## src/rtl/grt_ram.sv

```systemverilog
// Generic single-write, single-read synchronous RAM with registered read data.
// Depends on nothing.
module grt_ram #(
  parameter int WIDTH = 8,
  parameter int DEPTH = 16
) (
  input  logic                                     clk,
  input  logic                                     we,
  input  logic [((DEPTH > 1) ? $clog2(DEPTH) : 1)-1:0] waddr,
  input  logic [WIDTH-1:0]                         wdata,
  input  logic                                     re,
  input  logic [((DEPTH > 1) ? $clog2(DEPTH) : 1)-1:0] raddr,
  output logic [WIDTH-1:0]                         rdata
);

  logic [WIDTH-1:0] mem [DEPTH];
  logic [WIDTH-1:0] rdata_r;

  always_ff @(posedge clk) begin
    if (we) begin
      mem[waddr] <= wdata;
    end
    if (re) begin
      rdata_r <= mem[raddr];
    end
  end

  assign rdata = rdata_r;

endmodule

```

## config.mk

```make
export PLATFORM = sky130hd
export DESIGN_NAME = grt_ram
export DESIGN_NICKNAME = d
export VERILOG_FILES = /design/src/rtl/grt_ram.sv
export SDC_FILE = /design/constraint.sdc
export NUM_CORES = 1
export LEC_CHECK = 0
export BUFFER_PORTS_ARGS = -buffer_cell sky130_fd_sc_hd__buf_2
export CORE_MARGIN = 4
export CORE_UTILIZATION = 28
export DETAILED_ROUTE_END_ITERATION = 8
export GPL_TIMING_DRIVEN = 0
export PLACE_DENSITY = 0.49
export SLEW_MARGIN = 10
export SYNTH_ARGS = -nofsm -noshare
export SYNTH_HDL_FRONTEND = slang
export SYNTH_SLANG_ARGS = --single-unit
export TNS_END_PERCENT = 50
```

## constraint.sdc

```tcl
create_clock -name clk -period 2.8 [get_ports clk]
set_clock_uncertainty 0.1 [all_clocks]
set_input_delay 0.7 -clock clk [delete_from_list [all_inputs] [get_ports clk]]
set_output_delay 0.7 -clock clk [all_outputs]
set_load 0.005 [all_outputs]
```

==> results of run 1 <==
## cells by family after synthesis
kind of cell	Yosys count	synth area share, %
flops	136	78.12
compound gates	16	2.298
simple gates	35	3.136
mux	32	14.79
buf+inv	10	1.651
## critical path: stages
cell and delay [ns]:
buf_2 0.13, or3b_2 0.51, nor2_1 0.70
## stage by stage
step	hold WS (ns)	worst slack, ns
global placement	0.6508	-0.1470
CTS	0.5070	0.7002
global route	0.5157	0.6176
finish	0.5218	0.6946
detailed placement	0.6623	0.2525
floorplan	0.6048	0.5071
## routing by layer
metal  wire length (um)  GRT usage [%]  vias to the layer above
li1                   -              -                     1072
met1               4812          15.46                     1263
met2               5066          17.07                       76
met3                777          3.968                       14
met4                199          4.713                        0
met5                  0              0                        -
## cell type report
type | count | area [um^2] | share of cell area [%]
flip-flops and latches | 136 | 4084 | 66.31
plain buffers | 10 | 86.33 | 1.402
clock buffers | 21 | 440.4 | 7.152
multi-input cells | 83 | 1077 | 17.49
clock inverters | 8 | 58.81 | 0.9549
well taps | 229 | 286.5 | 4.653
repair buffers | 25 | 125.1 | 2.032
## sequential cells by signal, indices dropped and copies added, names as in the netlist
| register | cells |
|---|---|
| rdata | 8 |
| mem | 128 |
## cell usage in the layout (no fill, tap or decap), drive strengths merged, types with 3 or more instances in the layout
| cell | instances |
|---|---|
| nor3 | 4 |
| clkdlybuf4s25 | 3 |
| clkinv | 7 |
| edfxtp | 136 |
| nand2 | 9 |
| mux4 | 32 |
| nor2 | 13 |
| buf | 32 |
| clkbuf | 21 |
| a22oi | 16 |
## cells in the mapped netlist
cell type and number:
a22oi_1 16, and2_1 1, and2b_1 1, buf_2 3
buf_4 1, buf_6 3, clkdlybuf4s25_2 3, edfxtp_1 136
mux4_1 14, mux4_2 18, nand2_1 9, nand2b_1 2
nand3_1 1, nand3b_1 2, nor2_1 13, nor2b_1 1
nor3_1 4, or3b_2 1
## worst min path at each step
stage	endpoint	from	slack, ns	depth (start not counted)
global placement	rdata[3]	mem[14][3]	0.65	3
finish	rdata[6]	re	0.52	1
floorplan	rdata[0]	mem[7][0]	0.60	3
CTS	rdata[6]	re	0.51	1
detailed placement	rdata[3]	mem[14][3]	0.66	3
global route	rdata[6]	re	0.52	1
## power by group through the flow
stage	sequential, W	clock (W)	combinational (W)
finish	0.00230	0.00193	0.000223
global route	0.00231	0.00206	0.000244
CTS	0.00231	0.00197	0.000228
detailed placement	0.00235	0	0.000228
global placement	0.00234	0	0.000223
floorplan	0.00235	0	0.000116
==> flow_summary.yaml, run 1 <==
synthesis:
  synth_area_per_cell_um2: 22.83
  synth.top_cell.area_share_pct: 78.12
  syn_inst: 229
  ys_seq_area_share_pct: 78.12
  synthTopCellsByArea: "edfxtp_1 (78%), mux4_2 (7.8%), mux4_1 (7.0%)"
  syn_area_um2: 5228
  yosysTopAreaCell: "edfxtp_1"
  synthDistinctLibCells: 18
  ys_ff_latch: 136
  yosys_warnings: 0
  synthesis.nets: 248
floorplan:
  core_area_um2: 18150
  die_w_um: 144.6
  dieArea_um2: 20920
  initial_core_util_pct: 28.81
  die_y_um: 144.6
  rows: 49
  ios: 27
power:
  p_comb_share_pct: 5.0
  intPower_w: 0.003567
  p_clk_share_pct: 43.2
  powerDensity_nw_per_um2: 723.3
  irDropWorstVdd_mv: 0.4231
  p_sw_share_pct: 19.91
  power_switching_w: 0.0008871
  total_power_w: 0.004454
  leakagePower_nw: 2.003
  p_seq_share_pct: 51.7
sta:
  rsz0062_at_grt: "no"
  max_slew_margin_pct: 40.50
  hold_viol_final: 0
  timing.final.crit_share_pct: 75.19
  min_period_ns: 2.105
  finalSetupViolCount: 0
  max_freq_mhz: 475.0
  slew_viol_final: 0
  worst_slew_pin_slew_ns: 0.8892
  timing.setup.tns_ns: 0
drt:
  via_count: 2425
  postRouteWirelength_um: 10860
  viasPerCell: 4.736
  wl_per_cell_um: 21.20
  postRouteAntennaNets: 0
  first_iter_violations: 252
  drc: 0
  first_pass_iters: 4
worst_setup_path:
  regToRegEndpoint: "rdata[2]"
  critPathLaunchType: "input port"
  r2r_cells: 3
  end_kind: "flip-flop"
  path_class: "in -> reg"
  crit_required_ns: 2.74
  cp_max_fo: 8
  r2r_slack_ns: 1.04
  cp-endpoint: "mem[2][1]"
  crit_arrival_ns: 2.04
  r2r_start: "mem[1][2]"
  worstSetupStartpoint: "waddr[2]"
clock_network:
  cts_buffers: 17
  htreeDepth: 4
  clockBufferDepth: 2
  numClockSinks: 136
  post_cts_buffers: 0
  clock_latency_ns: 0.42
  path_clk_slew_ns: 0.05
  cts_tree: "done"
  cts_root_buf: "clkbuf_16"
  cts_resized: 0
  hold_buffers: 0
global_route:
  grt_pass1_vias: 2599
  grt_max_degree: 17
  grt_pass1_wl_um: 16470
  grt_usage_pct: 11.49
  antenna_found_initial: 0
  grt_overflow: 0
placed_design:
  io_buffers: 25
  gp_congestion: 0.7923
  placed_cells: 483
  dp_hpwl_um: 6979
  post_dp_cell_area_um2: 5659
hold_path:
  min_path_type: "in -> reg"
final_layout:
  antennaDiodeCount: 0
  areaGrowthSynthToFinish_pct: 17.81
  final_nets: 292
  fill_cells: 1730
  layout-drive-gt1-share_pct: 27.56
  postLayoutCoreUtil_pct: 33.94
  final_cells: 512
  finalInstanceArea_um2: 6158
run:
  cap_violations: 0
run_status:
  status: "finished clean"
Power figures use the tool's default switching activity.
==> inputs of run 2 (changes only) <==
--- a/config.mk
+++ b/config.mk
@@ -10,7 +10,7 @@
 export CORE_UTILIZATION = 28
 export DETAILED_ROUTE_END_ITERATION = 8
 export GPL_TIMING_DRIVEN = 0
-export PLACE_DENSITY = 0.49
+export PLACE_DENSITY = 0.5
 export SLEW_MARGIN = 10
 export SYNTH_ARGS = -nofsm -noshare
 export SYNTH_HDL_FRONTEND = slang
==> constraint.sdc (replaced) <==
create_clock -name clk -period 1.9 [get_ports clk]
set_clock_uncertainty 0.1 [all_clocks]
set_input_delay 0.475 -clock clk [delete_from_list [all_inputs] [get_ports clk]]
set_output_delay 0.475 -clock clk [all_outputs]
set_load 0.005 [all_outputs]
==> flow_summary.yaml, run 2 (synthesis results as in run 1) <==
final_layout:
  postLayoutCoreUtil_pct: 34.37
  final_cell_mix: "edfxtp_1 (136), buf_2 (28), mux4_2 (18)"
  antennaDiodeCount: 0
  layout_commonest_cell: "edfxtp_1"
  max_flop_register: "mem"
  largest_reg_flops: 128
  layout-drive-gt1-share_pct: 29.72
  fill_cells: 1707
  areaGrowthSynthToFinish_pct: 19.32
  final_nets: 292
sta:
  min_period_ns: 1.820
  max_freq_mhz: 549.6
  max_slew_margin_pct: 41.97
  slew_viol_final: 0
  whs_ns: 0.3025
  finalSetupViolCount: 0
  rsz0062_at_grt: "no"
  hold_viol_final: 0
  worst_slew_pin_slew_ns: 0.8672
  timing.final.crit_share_pct: 95.76
floorplan:
  die_w_um: 144.6
  rows: 49
  initial_core_util_pct: 28.81
  dieArea_um2: 20920
  die_y_um: 144.6
  core_area_um2: 18150
  ios: 27
worst_setup_path:
  end_kind: "flip-flop"
  crit_arrival_ns: 1.86
  worstSetupStartpoint: "raddr[0]"
  r2r_start: "mem[1][0]"
  cp_max_fo: 10
  path_class: "in -> reg"
  critPathLaunchType: "input port"
  crit_required_ns: 1.94
  r2r_cells: 3
drt:
  postRouteAntennaNets: 0
  first_iter_violations: 202
  postRouteWirelength_um: 11060
  viasPerCell: 4.786
  drc: 0
  first_pass_iters: 4
  wl_per_cell_um: 21.47
  via_count: 2465
global_route:
  grt_busiest_layer: "met2"
  grt_overflow: 0
  gr-usage-met1_pct: 15.35
  met2_usage_pct: 17.68
  antenna_found_initial: 0
  grt_use_met3_pct: 4.332
  grt_pass1_wl_um: 16390
  grt_pass1_vias: 2564
  grt_max_degree: 17
  grt_usage_pct: 11.53
clock_network:
  numClockSinks: 136
  cts_root_buf: "clkbuf_16"
  cts_buffers: 17
  path_clk_slew_ns: 0.06
  clockBufferDepth: 2
  clock_latency_ns: 0.42
  cts_tree: "done"
  post_cts_buffers: 0
  htreeDepth: 4
power:
  powerDensity_nw_per_um2: 1108
  leakagePower_nw: 2.034
  irDropWorstVdd_mv: 0.6357
run_status:
  status: "finished clean"
hold_path:
  hold_depth: 1
  hold_path_startpoint: "re"
  min_path_type: "in -> reg"
placed_design:
  io_buffers: 25
  gp_congestion: 0.7901
  dp_hpwl_um: 7192
run:
  cap_violations: 0
[run 2: per-stage QoR]
stage | total power, W | area [um^2] | cells | setup TNS (ns) | setup WS [ns]
finish | 0.006912 | 6237 | 515 | 0 | 0.08048
global route | 0.007152 | 6237 | 515 | 0 | 0.008596
CTS | 0.006984 | 6227 | 515 | 0 | 0.02695
detailed placement | 0.003794 | 5654 | 483 | -30.19 | -0.5220
global placement | 0.003781 | 5644 | 483 | -35.44 | -0.5164
floorplan | 0.003628 | 5233 | 229 | 0 | 0.04259
[run 2: cell type report]
class	instances	area (um^2)	share of cell area [%]
Multi-Input combinational cell	83	1087	17.43
Timing Repair Buffer	25	125.1	2.006
Sequential cell	136	4084	65.48
Clock inverter	13	135.1	2.167
Tap cell	229	286.5	4.594
Clock buffer	19	432.9	6.941
Buffer	10	86.33	1.384
[run 2: worst paths after layout]
kind                                 end  slack [ns]
worst max register to register  rdata[0]        0.09
worst max-delay path            rdata[0]        0.08
worst min register to register  rdata[1]        0.66
worst min-delay path            rdata[5]        0.30
[run 2: per-layer routing]
layer | wire, um | share of wire [%] | vias to the layer above
li1 | - | - | 1070
met1 | 5025 | 45 | 1301
met2 | 5334 | 48 | 82
met3 | 612 | 5.5 | 12
met4 | 82 | 0.74 | 0
met5 | 0 | 0 | -
[run 2: worst max-delay path: stages]
cell and delay, ns:
buf_6 0.11, buf_6 0.19, mux4_1 0.58, a22oi_1 0.34, nand2_1 0.15
[run 2: where the power goes]
group	leakage (nW)	switching [W]	total, W	internal (W)
Sequential	1.24	0.0000131	0.00340	0.00338
Combinational	0.522	0.000201	0.000332	0.000131
Clock	0.276	0.00116	0.00318	0.00202
Total	2.03	0.00137	0.00691	0.00554
[run 2: timing repair]
action | CTS | global route
gates resized for setup | 1 | 3
setup endpoints to repair | 8 | 17
hold endpoints to repair | 0 | 0
pin swaps | 0 | 0
hold buffers | 0 | 0
